## src/design/psr_pkg.sv

```systemverilog
// shared constants and types for the point to segment radius test
// no dependencies
`default_nettype none

package psr_pkg;

    localparam int COORD_BITS  = 16;
    localparam int FRAC_BITS   = 4;
    localparam int T_FRAC_BITS = 16;
    localparam int REACH_BITS  = 11;

    // clamp decision for the projection parameter
    typedef struct packed {
        logic zero;
        logic one;
    } tsel_t;

endpackage

`default_nettype wire

```

## src/design/psr_finish.sv

```systemverilog
// back stages: closest point from t, squared distance and radius compare
// depends on psr_pkg
`default_nettype none

module psr_finish #(
    parameter int COORD_BITS  = psr_pkg::COORD_BITS,
    parameter int FRAC_BITS   = psr_pkg::FRAC_BITS,
    parameter int T_FRAC_BITS = psr_pkg::T_FRAC_BITS
) (
    input  wire logic                                       clk,
    input  wire logic                                       rst_n,
    input  wire logic                                       in_valid,
    output logic                                            in_ready,
    input  wire logic [T_FRAC_BITS-1:0]                     q,
    input  wire psr_pkg::tsel_t                             tsel,
    input  wire logic [6*COORD_BITS+psr_pkg::REACH_BITS+1:0] pay,
    output logic                                            out_valid,
    input  wire logic                                       out_ready,
    output logic                                            touching,
    output logic signed [COORD_BITS-1:0]                    closest_x,
    output logic signed [COORD_BITS-1:0]                    closest_y
);

    localparam int CW    = COORD_BITS;
    localparam int DW    = CW + 1;
    localparam int RB    = psr_pkg::REACH_BITS;
    localparam int RESTW = 4 * CW + RB;
    localparam int TW    = T_FRAC_BITS + 1;
    localparam int PRW   = T_FRAC_BITS + CW + 3;
    localparam int SQW   = 2 * DW;
    localparam int RSW   = RB + FRAC_BITS;
    localparam int LIMW  = 2 * RSW;
    localparam int CMPW  = (SQW + 1 > LIMW) ? SQW + 1 : LIMW;
    localparam logic [PRW-1:0] HALF = {{(PRW-1){1'b0}}, 1'b1} << (T_FRAC_BITS - 1);
    localparam logic [TW-1:0]  T_ONE = {1'b1, {T_FRAC_BITS{1'b0}}};

    // stage d: t times direction
    logic                  d_v_reg, d_ready;
    logic [RESTW-1:0]      d_rest_reg;
    logic signed [PRW-1:0] d_prx_reg, d_pry_reg;

    // stage e: rounded closest point
    logic                  e_v_reg, e_ready;
    logic signed [CW-1:0]  e_px_reg, e_py_reg, e_cx_reg, e_cy_reg;
    logic [RB-1:0]         e_reach_reg;

    // stage f: squares
    logic                  f_v_reg, f_ready;
    logic signed [SQW-1:0] f_sqx_reg, f_sqy_reg;
    logic [LIMW-1:0]       f_lim_reg;
    logic signed [CW-1:0]  f_cx_reg, f_cy_reg;

    // stage g: output register
    logic                  g_v_reg, g_ready;
    logic                  g_touch_reg;
    logic signed [CW-1:0]  g_cx_reg, g_cy_reg;

    logic [RESTW-1:0]      in_rest;
    logic signed [DW-1:0]  in_dirx, in_diry;
    logic [TW-1:0]         t_val;
    logic signed [TW:0]    t_signed;

    logic signed [CW-1:0]  d_sx, d_sy, d_px, d_py;
    logic [RB-1:0]         d_reach;
    logic signed [PRW-1:0] rx, ry, shx, shy;
    logic signed [DW-1:0]  offx, offy, sumx, sumy;

    logic signed [DW-1:0]  dx, dy;
    logic [RSW-1:0]        rs;

    logic [SQW:0]          dist_sum;
    logic [CMPW-1:0]       dist_ext, lim_ext;

    assign g_ready  = !g_v_reg || out_ready;
    assign f_ready  = !f_v_reg || g_ready;
    assign e_ready  = !e_v_reg || f_ready;
    assign d_ready  = !d_v_reg || e_ready;
    assign in_ready = d_ready;

    always_ff @(posedge clk or negedge rst_n)
    begin
        if (!rst_n)
        begin
            d_v_reg <= 1'b0;
            e_v_reg <= 1'b0;
            f_v_reg <= 1'b0;
            g_v_reg <= 1'b0;
        end
        else
        begin
            if (d_ready)
            begin
                d_v_reg <= in_valid;
            end
            if (e_ready)
            begin
                e_v_reg <= d_v_reg;
            end
            if (f_ready)
            begin
                f_v_reg <= e_v_reg;
            end
            if (g_ready)
            begin
                g_v_reg <= f_v_reg;
            end
        end
    end

    assign {in_rest, in_dirx, in_diry} = pay;

    always_comb
    begin
        if (tsel.one)
        begin
            t_val = T_ONE;
        end
        else if (tsel.zero)
        begin
            t_val = '0;
        end
        else
        begin
            t_val = {1'b0, q};
        end
    end

    assign t_signed = {1'b0, t_val};

    always_ff @(posedge clk)
    begin
        if (d_ready && in_valid)
        begin
            d_rest_reg <= in_rest;
            d_prx_reg  <= t_signed * in_dirx;
            d_pry_reg  <= t_signed * in_diry;
        end
    end

    // round to nearest, ties toward plus infinity
    assign {d_sx, d_sy, d_px, d_py, d_reach} = d_rest_reg;
    assign rx   = d_prx_reg + $signed(HALF);
    assign ry   = d_pry_reg + $signed(HALF);
    assign shx  = rx >>> T_FRAC_BITS;
    assign shy  = ry >>> T_FRAC_BITS;
    assign offx = shx[DW-1:0];
    assign offy = shy[DW-1:0];
    assign sumx = {d_sx[CW-1], d_sx} + offx;
    assign sumy = {d_sy[CW-1], d_sy} + offy;

    always_ff @(posedge clk)
    begin
        if (e_ready && d_v_reg)
        begin
            e_px_reg    <= d_px;
            e_py_reg    <= d_py;
            e_cx_reg    <= sumx[CW-1:0];
            e_cy_reg    <= sumy[CW-1:0];
            e_reach_reg <= d_reach;
        end
    end

    assign dx = {e_px_reg[CW-1], e_px_reg} - {e_cx_reg[CW-1], e_cx_reg};
    assign dy = {e_py_reg[CW-1], e_py_reg} - {e_cy_reg[CW-1], e_cy_reg};
    assign rs = RSW'(e_reach_reg) << FRAC_BITS;

    always_ff @(posedge clk)
    begin
        if (f_ready && e_v_reg)
        begin
            f_sqx_reg <= dx * dx;
            f_sqy_reg <= dy * dy;
            f_lim_reg <= rs * rs;
            f_cx_reg  <= e_cx_reg;
            f_cy_reg  <= e_cy_reg;
        end
    end

    assign dist_sum = {1'b0, f_sqx_reg} + {1'b0, f_sqy_reg};
    assign dist_ext = CMPW'(dist_sum);
    assign lim_ext  = CMPW'(f_lim_reg);

    always_ff @(posedge clk)
    begin
        if (g_ready && f_v_reg)
        begin
            g_touch_reg <= (dist_ext <= lim_ext);
            g_cx_reg    <= f_cx_reg;
            g_cy_reg    <= f_cy_reg;
        end
    end

    assign out_valid = g_v_reg;
    assign touching  = g_touch_reg;
    assign closest_x = g_cx_reg;
    assign closest_y = g_cy_reg;

endmodule

`default_nettype wire

```

## config.mk

```make
export PLATFORM = sky130hd
export DESIGN_NAME = psr_finish
export DESIGN_NICKNAME = d
export VERILOG_FILES = /design/src/design/psr_pkg.sv /design/src/design/psr_finish.sv
export SDC_FILE = /design/constraint.sdc
export NUM_CORES = 2
export LEC_CHECK = 0
export CAP_MARGIN = 20
export CORE_MARGIN = 2
export CORE_UTILIZATION = 55
export CTS_BUF_LIST = sky130_fd_sc_hd__clkbuf_8
export DETAILED_ROUTE_END_ITERATION = 10
export DONT_BUFFER_PORTS = 1
export PLACE_DENSITY_LB_ADDON = 0.12
export SYNTH_ARGS = -nofsm -noshare
export SYNTH_HDL_FRONTEND = slang
export SYNTH_SLANG_ARGS = --single-unit
```

## constraint.sdc

```tcl
create_clock -name clk -period 7.6 [get_ports clk]
set_input_delay 1.14 -clock clk [delete_from_list [all_inputs] [get_ports clk]]
set_output_delay 1.14 -clock clk [all_outputs]
set_load 0.02 [all_outputs]
```

Yosys cells after proc, flatten, opt, wreduce, memory -nomap -nowiden
Cells that the tools add are included.
{ "totals": {"ff_bits": 373, "inputBits": 131, "output_inout_bits": 35, "elab_cells": 47} }
{ "op_classes": {"n_addsub": 7, "mul": 5, "magnitude_cmp": 1, "muxes": 2, "n_reduce_logical": 12} }
{ "ops": {"columns": ["op", "n"], "rows": [
  ["multiplier 17 x 17 -> 34 bit", 2],
  ["adder 32 x 17 -> 32 bit (second input constant)", 2],
  ["multiplier 18 x 17 -> 32 bit", 2],
  ["adder 34 x 34 -> 35 bit", 1],
  ["<= comparator 35 x 30 -> 1 bit", 1],
  ["subtractor 16 x 16 -> 17 bit", 2],
  ["adder 16 bit", 2],
  ["multiplier 11 x 11 -> 22 bit", 1],
  ["2-to-1 mux 17 bit", 1],
  ["2-to-1 mux 16 bit", 1],
  ["logical AND 1 bit", 4],
  ["zero test 1 bit", 4],
  ["logical OR 1 bit", 4]
]} }

Longest topological paths before layout
{ "logic_depth": {"ltp_word": 6, "mapped_depth": 37, "ltp_nobuf": 36} }

Worst setup path after synthesis
No wires, ideal clock.
{ "synth_timing": {"path_type": "reg-to-reg", "startpoint": "register e_cx_reg[0]", "endpoint": "register f_sqx_reg[32] (data pin)", "setup_ns": 0.258, "arrival_ns": 7.855, "t_required_ns": 7.342, "slack_ns": -0.513, "path_stages_with_launch": 35, "n_path_buf": 1, "period_less_slack_ns": 8.113, "path_cell_list": "edfxtp_1 -> ha_1 -> fa_1 -> nor2b_1 -> o21ai_0 -> nand2b_1 -> a21boi_1 -> o31ai_2 -> a311oi_1 -> nor3_1 -> a211oi_1 -> mux2i_4 -> clkbuf_1 -> nor2_1 -> fa_1 -> fa_1 -> inv_1 -> fa_1 -> inv_1 -> fa_1 -> fa_1 -> inv_1 -> fa_1 -> inv_1 -> ha_1 -> inv_1 -> o21bai_1 -> a21oi_1 -> o21ai_0 -> a32o_1 -> a2111o_1 -> o21ai_0 -> o2111ai_1 -> a21oi_1 -> xnor2_1"} }
{ "synth_between": {"elab_chain_len": 2} }
{ "synth_rtl": {"columns": ["element", "line", "text"], "rows": [
  ["start: declaration", "psr_finish.sv:44", "logic signed [CW-1:0] e_px_reg, e_py_reg, e_cx_reg, e_cy_reg;"],
  ["start signal: assignment", "psr_finish.sv:157", "e_cx_reg <= sumx[CW-1:0];"],
  ["subtractor 16 x 16 -> 17 bit", "psr_finish.sv:163", "assign dx = {e_px_reg[CW-1], e_px_reg} - {e_cx_reg[CW-1], e_cx_reg};"],
  ["multiplier 17 x 17 -> 34 bit", "psr_finish.sv:171", "f_sqx_reg <= dx * dx;"],
  ["end signal: assignment", "psr_finish.sv:171", null],
  ["end: declaration", "psr_finish.sv:49", "logic signed [SQW-1:0] f_sqx_reg, f_sqy_reg;"]
]} }
Every way passes these cells.
A chain may end at the register's enable or synchronous reset.

Worst setup path in the final report
{ "layout_timing": {"startpoint": "register e_cy_reg[1]", "endpoint": "register f_sqy_reg[31] (data pin)"} }
{ "layout_between": {"elab_chain_len": 2} }
{ "layout_rtl": {"columns": ["element", "line", "text"], "rows": [
  ["start: declaration", "psr_finish.sv:44", null],
  ["start signal: assignment", "psr_finish.sv:158", "e_cy_reg <= sumy[CW-1:0];"],
  ["subtractor 16 x 16 -> 17 bit", "psr_finish.sv:164", "assign dy = {e_py_reg[CW-1], e_py_reg} - {e_cy_reg[CW-1], e_cy_reg};"],
  ["multiplier 17 x 17 -> 34 bit", "psr_finish.sv:172", "f_sqy_reg <= dy * dy;"],
  ["end signal: assignment", "psr_finish.sv:172", null],
  ["end: declaration", "psr_finish.sv:49", null]
]} }
Every way passes these cells.

==> flow_summary.ini <==
[sta]
finalHoldViolCount = 0
worst_pin_slew_ps = 1040
finalCritPeriodShare_pct = 103
relSlewSlack_pct = 30.4
tns_ps = -1880
period_minus_slack_ps = 7860
slew_viol_final = 0
skew_ps = 50.3
setup_violations = 12
rsz0062_at_grt = yes
fmax_mhz = 127
finalWorstSetupSlack_ps = -256

[clocking]
clock_path_buffers = 3
cts_max_level = 2
insertion_delay_ps = 770
hold_buffers = 0
cts_tree = built
numCtsBuffers = 57
clk_pin_slew_worst_paths_ps = 60
cts-root-buf = clkbuf_8
cts.sinks = 340

[routing]
drc = 0
vias = 38600
first_iter_violations = 1958
ant_nets = 0
routed_wirelength_um = 129000
drt-pass1-iter-count = 7
post_drt_wl_per_cell_um = 17.6
viasPerCell = 5.26

[synthesis]
synth-seq-cells = 340
synth.distinct_cells = 81
yosys_warnings = 0
yosys-top-cells-count = inv_1 (1323), fa_1 (1055), nand2_1 (628)
synthFlopType = edfxtp_1
synth_edf_count = 336
syn_area_sq_um = 55700
synth_nets = 7320
synth-async-reset-ratio_pct = 1.18
synth.most_common_cell = inv_1
synth_top_area_cell = fa_1
synth_seq_area_share_pct = 18.3
syn_avg_cell_area_sq_um = 9.97
synth_cells = 5588
yosys.area.top_type_share_pct = 37.9
ys_top_cells_by_area = fa_1 (38%), edfxtp_1 (18%), ha_1 (12%)

[cells_and_area]
utilization_pct = 62.3
largest_register_ffs = 75
areaGrowthSynthToFinish_pct = 12.1
drive_above_1_share_pct = 13.3
fin_area_sq_um = 62500
fin_cells = 7333
layout.nets = 7661
fill_cells = 8451

[global_routing]
grt_pass1_vias = 41700
grt_first_pass_wirelength_um = 212000
grt_max_degree = 62
grt_usage_pct = 26.0
antenna_found_initial = 3
overflow = 0

[job]
maxCapViolCount = 0

[die]
dieWidth_um = 322
io_pins = 166
die_height_um = 322
core_area_sq_um = 100000
start_util_pct = 55.6
rows = 116
die_area_sq_um = 104000

[place]
gp_congestion = 0.932
port_buffers = 0
place_inst = 7164
place_area_sq_um = 60000
dp_hpwl_um = 105000

[status]
violations = setup timing
outcome = complete, but fails checks

[critical_path]
crit_top_cell = fa_1
arrival_ps = 8340
cp.required_ps = 8080
path_class = reg2reg
cp-end-kind = register
path_max_fanout = 4
crit_path_max_incr_delay_ps = 510
slowest_stage = fa_1
start_kind = register

[min_path]
hp-class = in2async
## cell type report
cell class | count | area, sq um | area share, %
Timing Repair Buffer | 471 | 3720 | 5.96
Antenna cell | 2 | 5.00 | 0.00801
Inverter | 1334 | 5030 | 8.05
Sequential cell | 340 | 10200 | 16.3
Clock buffer | 57 | 785 | 1.26
Multi-Input combinational cell | 3725 | 40700 | 65.2
Tap cell | 1357 | 1700 | 2.72
Clock inverter | 47 | 313 | 0.501
## routing by layer
metal	up-vias	routed length (um)	track usage, %
met1	19500	53000	33.4
met5	-	14	0
met4	2	4490	8.91
li1	18000	-	-
met2	876	64800	45.4
met3	235	6490	3.55
## cell families after synthesis
family,synth area share [%]
AND/OR/NAND/NOR,11.8
AO/OA/AOI/OAI,5.41
adder cells (fa/ha/maj),50.2
multiplexers,0.132
buffers and inverters,10.3
XOR/XNOR,3.93
flip-flops,18.3
## metrics by stage
stage	hold WS [ps]	worst slack, ps
2_1_floorplan	400	-12.6
3_3_place_gp	401	-279
3_5_place_dp	405	-397
4_1_cts	29.8	-222
5_1_grt	40.1	-568
6_report	104	-256
## layout by cell type (no fill, tap or decap), types with 8 or more instances in the layout
cell      netlist  final
and2_1         68     65
ha_4            0     21
xor2_1         66     65
ha_1          546    523
clkbuf_8        0     57
a21oi_2         3     26
fa_1         1055   1038
o21a_1         21     21
nand4_1        25     25
xnor2_1       184    180
a21oi_1       143    119
a31oi_1        11     11
or2_2          11     11
nand2b_1       23     22
nor2_1        279    252
a211o_1         8      8
o21ai_2         3     16
nand2_2         0     19
nor2_4          0     12
nor2b_1        30     24
buf_4           0    436
edfxtp_1      336    336
and3_1        234    233
nor2_2          1     16
nand2_1       628    607
buf_6           0     27
o21ai_0        57     42
clkinv_2        0     11
nor3_1         36     33
o21bai_1       23     22
clkinv_1        8     24
inv_2           3     33
a21o_1         76     76
nand3_1        55     53
fa_2            0     17
inv_1        1323   1298
## what timing repair did
item / CTS / global route
buffers inserted: 34 / 36
gates resized for setup: 95 / 149
pin swaps: 75 / 78
endpoints found under the setup margin: 21 / 31
## path summary, 6_finish.rpt
path	from	end	slack [ps]	cells after the start
min in group clk	d_rest_reg[9]	e_reach_reg[9]	400	0
max in group asynchronous	rst_n	d_v_reg	7420	0
worst min-delay path	rst_n	out_valid	100	0
worst max register to register	e_cy_reg[1]	f_sqy_reg[31]	-260	34
worst min register to register	d_rest_reg[9]	e_reach_reg[9]	400	0
worst max-delay path	e_cy_reg[1]	f_sqy_reg[31]	-260	34
## worst max-delay path: cells and delay by family, from the launching register on
kind,cells,cell delay (ps)
xor+xnor,2,250
fa+ha+maj,8,3410
flops,1,390
compound gates,12,2370
buf+inv,7,670
simple gates,5,510
Power is left out: the tool's default activity adds up to more than one toggle a clock period on the data nets, which glitch-free logic cannot reach.
